===== config.mk =====
export PLATFORM = sky130hd
export DESIGN_NAME = dest_addr_queue_assigner
export DESIGN_NICKNAME = d
export VERILOG_FILES = /design/src/hw/rtl/daqa_pkg.sv /design/src/hw/rtl/dest_addr_queue_assigner.sv /design/src/hw/rtl/daqa_cell.sv /design/src/hw/rtl/daqa_enc.sv
export VERILOG_INCLUDE_DIRS = /design/src /design/src/hw/rtl
export SDC_FILE = /design/constraint.sdc
export NUM_CORES = 2
export LEC_CHECK = 0
export BUFFER_PORTS_ARGS = -buffer_cell sky130_fd_sc_hd__buf_2
export CORE_ASPECT_RATIO = 0.7
export CORE_MARGIN = 10
export CORE_UTILIZATION = 50
export DETAILED_ROUTE_END_ITERATION = 8
export GPL_TIMING_DRIVEN = 0
export HOLD_SLACK_MARGIN = 0.12
export PLACE_DENSITY = 0.65
export SKIP_CTS_REPAIR_TIMING = 1
export SYNTH_ARGS = -nofsm -noshare
export SYNTH_HDL_FRONTEND = slang
export SYNTH_HIERARCHICAL = 1
export SYNTH_SLANG_ARGS = --single-unit

===== constraint.sdc =====
create_clock -name clk -period 15.8 [get_ports clk]
set_clock_uncertainty 0.2 [all_clocks]
set_input_delay 2.37 -clock clk [delete_from_list [all_inputs] [get_ports clk]]
set_output_delay 2.37 -clock clk [all_outputs]
set_load 0.02 [all_outputs]

===== src/hw/rtl/dest_addr_queue_assigner_defines.svh =====
// assertion macros for the destination address queue assigner
`ifndef DEST_ADDR_QUEUE_ASSIGNER_DEFINES_SVH
`define DEST_ADDR_QUEUE_ASSIGNER_DEFINES_SVH

`ifndef SYNTHESIS
// property that must hold at every clock edge out of reset
`define DAQA_ASSERT_ALWAYS(label, expr) \
    label: assert property (@(posedge clk) disable iff (!rst_n) (expr)) \
        else $error("check failed");
// property whose consequence must hold in the cycle after the trigger
`define DAQA_ASSERT_NEXT(label, trig, cons) \
    label: assert property (@(posedge clk) disable iff (!rst_n) (trig) |=> (cons)) \
        else $error("check failed");
`else
`define DAQA_ASSERT_ALWAYS(label, expr)
`define DAQA_ASSERT_NEXT(label, trig, cons)
`endif

`endif


===== src/hw/rtl/daqa_pkg.sv =====
package daqa_pkg;

    // table geometry
    localparam int TABLE_DEPTH = 64;
    localparam int IDX_W       = (TABLE_DEPTH > 1) ? $clog2(TABLE_DEPTH) : 1;
    localparam int CNT_W       = $clog2(TABLE_DEPTH + 1);
    localparam int ADDR_W      = 32;
    localparam int QIDX_W      = 6;

    typedef logic [IDX_W-1:0]  idx_t;
    typedef logic [CNT_W-1:0]  cnt_t;
    typedef logic [ADDR_W-1:0] addr_t;

    // item function codes
    localparam logic FUNC_CLASSIFY = 1'b0;
    localparam logic FUNC_CLEAR    = 1'b1;

    // result status codes
    typedef enum logic [2:0] {
        ST_HIT     = 3'd0,
        ST_NEW     = 3'd1,
        ST_NOMATCH = 3'd2,
        ST_FULL    = 3'd3,
        ST_CLEARED = 3'd4
    } status_t;

    // control sequencer states
    typedef enum logic {
        S_IDLE,
        S_BUSY
    } state_t;

    // control broadcast to every cell in the row
    typedef struct packed {
        logic  look;       // capture compare result against look_addr
        addr_t look_addr;
        logic  ins;        // append wr_addr at the first free cell
        logic  clr;        // drop all entries
        addr_t wr_addr;
    } cell_ctrl_t;

endpackage


===== src/hw/rtl/dest_addr_queue_assigner.sv =====
// flow: on item accept the cell row captures the compare result; the decide and append
//   step then loads the result into the output register once the output is free;
//   in_stall is held while busy, so no new item is taken until the last result is registered
// reset: all cell valid bits and the entry count clear at once, table is empty;
//   stored addresses are not reset and are never read before written
`include "dest_addr_queue_assigner_defines.svh"

module dest_addr_queue_assigner (
    input  logic        clk,
    input  logic        rst_n,
    input  logic        in_valid,
    output logic        in_stall,
    input  logic        func,
    input  logic        is_ipv4,
    input  logic [31:0] dst_addr,
    output logic        out_valid,
    input  logic        out_stall,
    output logic [5:0]  queue_index,
    output logic [2:0]  status
);

    daqa_pkg::state_t   state_reg;
    daqa_pkg::state_t   state_next;
    logic               func_reg;
    logic               ipv4_reg;
    daqa_pkg::addr_t    key_reg;
    daqa_pkg::cnt_t     entry_count_reg;
    daqa_pkg::cnt_t     entry_count_next;
    logic               out_valid_reg;
    logic               out_valid_next;
    logic [5:0]         queue_index_reg;
    logic [5:0]         queue_index_next;
    daqa_pkg::status_t  status_reg;
    daqa_pkg::status_t  status_next;

    daqa_pkg::cell_ctrl_t              ctrl;
    logic [daqa_pkg::TABLE_DEPTH-1:0] valid_vec;
    logic [daqa_pkg::TABLE_DEPTH-1:0] match_vec;
    logic                             hit;
    daqa_pkg::idx_t                   hit_idx;
    logic                             in_accept;
    logic                             out_free;
    logic                             full;
    logic                             ld_new;
    logic [31:0]                      hit_idx_w;
    logic [31:0]                      cnt_w;

    assign in_accept = in_valid && !in_stall;
    assign out_free  = !out_valid_reg || !out_stall;
    assign full      = valid_vec[daqa_pkg::TABLE_DEPTH-1];
    assign hit_idx_w = 32'(hit_idx);
    assign cnt_w     = 32'(entry_count_reg);

    // row of cells, valid bits chained from slot zero upward
    for (genvar g = 0; g < daqa_pkg::TABLE_DEPTH; g++)
    begin : g_cell
        logic prev_v;
        if (g == 0)
        begin : g_head
            assign prev_v = 1'b1;
        end
        else
        begin : g_link
            assign prev_v = valid_vec[g-1];
        end
        daqa_cell u_cell (
            .clk        (clk),
            .rst_n      (rst_n),
            .ctrl       (ctrl),
            .prev_valid (prev_v),
            .valid      (valid_vec[g]),
            .match      (match_vec[g])
        );
    end

    daqa_enc u_enc (
        .match_vec (match_vec),
        .hit       (hit),
        .idx       (hit_idx)
    );

    // sequencer: capture compare on accept, then decide and append once the output is free
    always_comb
    begin
        state_next       = state_reg;
        in_stall         = 1'b0;
        entry_count_next = entry_count_reg;
        out_valid_next   = out_valid_reg && out_stall;
        queue_index_next = queue_index_reg;
        status_next      = status_reg;
        ld_new           = 1'b0;
        ctrl.look        = 1'b0;
        ctrl.look_addr   = dst_addr;
        ctrl.ins         = 1'b0;
        ctrl.clr         = 1'b0;
        ctrl.wr_addr     = key_reg;
        unique case (state_reg)
            daqa_pkg::S_IDLE:
            begin
                if (in_valid)
                begin
                    ctrl.look  = 1'b1;
                    state_next = daqa_pkg::S_BUSY;
                end
            end
            daqa_pkg::S_BUSY:
            begin
                in_stall = 1'b1;
                if (out_free)
                begin
                    state_next       = daqa_pkg::S_IDLE;
                    out_valid_next   = 1'b1;
                    queue_index_next = '0;
                    priority if (func_reg == daqa_pkg::FUNC_CLEAR)
                    begin
                        ctrl.clr         = 1'b1;
                        entry_count_next = '0;
                        status_next      = daqa_pkg::ST_CLEARED;
                    end
                    else if (!ipv4_reg)
                    begin
                        status_next = daqa_pkg::ST_NOMATCH;
                    end
                    else if (hit)
                    begin
                        status_next      = daqa_pkg::ST_HIT;
                        queue_index_next = hit_idx_w[5:0];
                    end
                    else if (full)
                    begin
                        status_next = daqa_pkg::ST_FULL;
                    end
                    else
                    begin
                        ctrl.ins         = 1'b1;
                        ld_new           = 1'b1;
                        entry_count_next = entry_count_reg + 1'b1;
                        status_next      = daqa_pkg::ST_NEW;
                        queue_index_next = cnt_w[5:0];
                    end
                end
            end
            default:
            begin
                state_next = daqa_pkg::S_IDLE;
            end
        endcase
    end

    // control registers
    always_ff @(posedge clk or negedge rst_n)
    begin
        if (!rst_n)
        begin
            state_reg       <= daqa_pkg::S_IDLE;
            entry_count_reg <= '0;
            out_valid_reg   <= 1'b0;
        end
        else
        begin
            state_reg       <= state_next;
            entry_count_reg <= entry_count_next;
            out_valid_reg   <= out_valid_next;
        end
    end

    // item and result payload
    always_ff @(posedge clk)
    begin
        if (in_accept)
        begin
            func_reg <= func;
            ipv4_reg <= is_ipv4;
            key_reg  <= dst_addr;
        end
        queue_index_reg <= queue_index_next;
        status_reg      <= status_next;
    end

    assign out_valid   = out_valid_reg;
    assign queue_index = queue_index_reg;
    assign status      = status_reg;

    // checks
    `DAQA_ASSERT_ALWAYS(a_count_tracks_valid, cnt_w == $countones(valid_vec))
    `DAQA_ASSERT_ALWAYS(a_single_match, $onehot0(match_vec))
    `DAQA_ASSERT_ALWAYS(a_valid_thermometer, !(valid_vec[0] == 1'b0 && full))
    `DAQA_ASSERT_NEXT(a_append_counts, ld_new, entry_count_reg == $past(entry_count_reg) + 1'b1)

endmodule


===== src/hw/rtl/daqa_cell.sv =====
module daqa_cell (
    input  logic                clk,
    input  logic                rst_n,
    input  daqa_pkg::cell_ctrl_t ctrl,
    input  logic                prev_valid,
    output logic                valid,
    output logic                match
);

    logic           valid_reg;
    logic           valid_next;
    logic           match_reg;
    logic           match_next;
    daqa_pkg::addr_t entry_reg;
    logic           wr_en;

    // this cell is the first free one when its neighbor holds an entry and it does not
    assign wr_en = ctrl.ins && prev_valid && !valid_reg;

    // valid bit and compare capture
    always_comb
    begin
        if (ctrl.clr)
        begin
            valid_next = 1'b0;
        end
        else if (wr_en)
        begin
            valid_next = 1'b1;
        end
        else
        begin
            valid_next = valid_reg;
        end
        if (ctrl.look)
        begin
            match_next = valid_reg && (entry_reg == ctrl.look_addr);
        end
        else
        begin
            match_next = match_reg;
        end
    end

    // control flops
    always_ff @(posedge clk or negedge rst_n)
    begin
        if (!rst_n)
        begin
            valid_reg <= 1'b0;
            match_reg <= 1'b0;
        end
        else
        begin
            valid_reg <= valid_next;
            match_reg <= match_next;
        end
    end

    // stored address, no reset
    always_ff @(posedge clk)
    begin
        if (wr_en)
        begin
            entry_reg <= ctrl.wr_addr;
        end
    end

    assign valid = valid_reg;
    assign match = match_reg;

endmodule


===== src/hw/rtl/daqa_enc.sv =====
module daqa_enc (
    input  logic [daqa_pkg::TABLE_DEPTH-1:0] match_vec,
    output logic                             hit,
    output daqa_pkg::idx_t                   idx
);

    // at most one valid cell matches, so or-ing slot numbers gives the index
    always_comb
    begin
        idx = '0;
        for (int i = 0; i < daqa_pkg::TABLE_DEPTH; i++)
        begin
            if (match_vec[i])
            begin
                idx = idx | daqa_pkg::idx_t'(i);
            end
        end
    end

    assign hit = |match_vec;

endmodule


==> metrics.txt <==
net total in the final layout 5,976; endpoint required time on the critical path 16.13 ns; buffer levels on the longest clock path 3; growth of design area from synthesis to finish 17.31%; post-detailed-routing wire length 250.2 mm; worst-skew pair later-pin latency 0.83 ns; critical path startpoint out_stall; Setup Slack @ Placement 9.789 ns; number of DRC violations after detailed-routing iteration 0 6,067; count of flip-flops with a built-in enable after synthesis 2,091; Reg clk slew, reported paths 0.07 ns; Power Total 0.01322 W; Final GP Congestion 0.7703; remaining antenna violation count after routing 0; Vias per Instance 5.893; category of the worst setup path capture point register; top_reg_cell synth sky130_fd_sc_hd__edfxtp_1; Synth Register Bits 2,227; cell total after placement 8,130; number of cells traversed by the worst register-to-register path 12; setup repair after global routing missed its margin no; power per cell area 123.4 nW/um2; Syn Area/Cell 16.66 um2; Boundary Pins 49; number of warnings issued by yosys 6; remaining design rule violation count 0; fraction of layout instances using a drive strength above 1 11.26%; Maximum Capacitance Violations 0; post-synthesis share of cell area spent on full adders, half adders and majority gates 0.01370%; Worst Setup EP g_cell[42].u_cell/entry_reg[16]; Max Fanout on Critical Path 32; multiplexer share of the synthesized area 0.01233%; height of the die 377.6 um; Horiz. Die Dim 530.9 um; DR WL met2 108.8 mm; number of port buffers 48; critical register-to-register path startpoint g_cell[19].u_cell/match; DR WL/cell 29.39 um; DP Area 100,500 um2; clock tree from TritonCTS yes; leakage power of the design 35.02 nW; Routed met1 length 110.1 mm; CP startpoint kind input pin; area of all placed cells without fillers 107,200 um2; unique cell type count in the Yosys netlist 38; final hold viol count 0; global-route wire length before repair 354.3 mm; Via Count 50,160; most common cell after layout, fill and taps aside sky130_fd_sc_hd__edfxtp_1; min Tclk post-route 5.215 ns; slew at the pin closest to its max-slew limit 1.200 ns; share of the clock period used by the worst path 33.01%; starting utilization of the core area 50.21%; worst vdd ir 0.0001266 V; Die Area 200,500 um2; via count of the first global-routing pass 47,400; Gate Count Post-Synth 5,484; post-synthesis share of cell area spent on and, or, nand and nor gates 6.227%; leading cell types in the layout, fill and taps excluded sky130_fd_sc_hd__edfxtp_1, sky130_fd_sc_hd__xor2_1, sky130_fd_sc_hd__xnor2_1, sky130_fd_sc_hd__nor4_1, sky130_fd_sc_hd__nand4_1; worst reg-to-reg setup slack 10.73 ns; Core Box Area 181,900 um2; post-route non-filler standard cell count 8,512; run status complete, no violations; main combinational cell family by area after synthesis XOR/XNOR gates; worst flop-to-flop path endpoint g_cell[42].u_cell/entry_reg[16]; number of cell rows 131; netlist area before placement 91,350 um2; synthesized-area fraction occupied by ao, oa, aoi and oai cells 1.355%; pin count of the biggest net entering global routing 87; register area share after synthesis 72.46%; maximum level of the CTS H-tree 4; max FFs per register 2,048; number of clock sinks seen by CTS 2,227; synthesized-area fraction occupied by xor and xnor cells 19.64%; overall overflow remaining after global route 0; Finish-stage setup viols 0; arrival time at the worst endpoint 5.54 ns; TritonCTS Buffers 199; Max-Slew Margin vs Limit 19.28%; final critical-path setup slack 10.58 ns; buffer cell driving the clock tree root sky130_fd_sc_hd__clkbuf_16; Total Routing Usage GR 24.68%; share of flip-flops with an asynchronous set or reset 6.107%; hpwl dp 160.4 mm; Fmax achieved 191.8 MHz; initial antenna violation count 15; final core utilization 58.90%; uppermost layer routed met5; number of max-slew violations in the final report 0; Detail Route met3 WL 25.76 mm; Detailed Routing Iterations Pass 1 5; worst min-delay path class register to register; Worst Setup Path Type input pin to register
-- synth_stat cells (2+ instances only) --
cell type | number | share of area (%)
sky130_fd_sc_hd__buf_2 | 2 | 0.011
sky130_fd_sc_hd__xnor2_1 | 768 | 7.4
sky130_fd_sc_hd__and3_1 | 2 | 0.014
sky130_fd_sc_hd__nand3_1 | 70 | 0.38
sky130_fd_sc_hd__edfxtp_1 | 2091 | 69
sky130_fd_sc_hd__and2_1 | 2 | 0.014
sky130_fd_sc_hd__nand2b_1 | 3 | 0.021
sky130_fd_sc_hd__inv_1 | 64 | 0.26
sky130_fd_sc_hd__and4_1 | 4 | 0.038
sky130_fd_sc_hd__o31ai_1 | 2 | 0.016
sky130_fd_sc_hd__o21ai_1 | 4 | 0.022
sky130_fd_sc_hd__nor4_2 | 5 | 0.068
sky130_fd_sc_hd__or4_1 | 64 | 0.53
sky130_fd_sc_hd__nand4_1 | 262 | 1.8
sky130_fd_sc_hd__a21oi_1 | 72 | 0.39
sky130_fd_sc_hd__o22ai_2 | 64 | 0.88
sky130_fd_sc_hd__or3_1 | 2 | 0.014
sky130_fd_sc_hd__dfrtp_1 | 136 | 3.7
sky130_fd_sc_hd__nor2_1 | 149 | 0.61
sky130_fd_sc_hd__xor2_1 | 1280 | 12
sky130_fd_sc_hd__nand2_1 | 74 | 0.30
sky130_fd_sc_hd__o21ai_0 | 2 | 0.011
sky130_fd_sc_hd__nor4_1 | 342 | 2.3
sky130_fd_sc_hd__nor3b_1 | 5 | 0.041
sky130_fd_sc_hd__a22o_1 | 2 | 0.019
-- metal layers --
layer  track usage [%]  vias to the layer above
met5                 0                        -
met1             37.98                    25900
met4             5.767                        2
li1                  -                    21400
met2             36.29                     2511
met3             4.803                      350
-- critical path: stages --
cell                       delay [ns]
sky130_fd_sc_hd__buf_2           0.09
sky130_fd_sc_hd__nand2_1         0.07
sky130_fd_sc_hd__nand2_1         0.26
sky130_fd_sc_hd__inv_2           0.45
sky130_fd_sc_hd__nand2b_2        0.21
sky130_fd_sc_hd__nor2_4          0.50
sky130_fd_sc_hd__buf_12          0.29
sky130_fd_sc_hd__buf_12          0.22
sky130_fd_sc_hd__nand2_1         0.09
sky130_fd_sc_hd__nor2_2          0.65
sky130_fd_sc_hd__buf_8           0.26
-- worst min path at each step --
| stage | endpoint | startpoint | cells after the start |
|---|---|---|---|
| final | entry_count_reg[2] | entry_count_reg[2] | 1 |
| after global routing | status[2] | func_reg | 0 |
| after CTS | status[2] | func_reg | 0 |
| after detailed placement | status[2] | func_reg | 0 |
| after global placement | entry_count_reg[5] | entry_count_reg[5] | 1 |
| after floorplan | status[2] | func_reg | 0 |
-- where the power goes --
group	total (W)	internal (W)	switching, W
combinational	0.00149	0.000526	0.000964
sequential	0.00679	0.00668	0.000111
clock	0.00494	0.00280	0.00213
total	0.0132	0.0100	0.00321
-- through the flow --
stage | hold WS [ns] | TNS [ns]
2_1_floorplan | 0.2206 | 0
3_3_place_gp | 0.2708 | -246.17
3_5_place_dp | 0.2675 | 0
4_1_cts | 0.2943 | 0
5_1_grt | 0.3075 | 0
6_report | 0.3055 | 0
-- kinds of logic after synthesis --
kind of cell | count (synthesis)
compound gates | 148
xor+xnor | 2048
fa+ha+maj | 1
buf+inv | 68
flops | 2227
mux | 1
other cells | 1
simple gates | 990
-- area by class of cell --
class                           count  area [um2]
Antenna cell                        9       22.52
Timing Repair Buffer              251        5738
Inverter                           65       244.0
Sequential cell                  2227       66190
Clock buffer                      278        5657
Multi-Input combinational cell   3190       25340
Clock inverter                     95       948.4
Tap cell                         2394        2995
Fill cell                       13590       74780
Buffer                              3       21.27
Power figures use the tool's default switching activity.
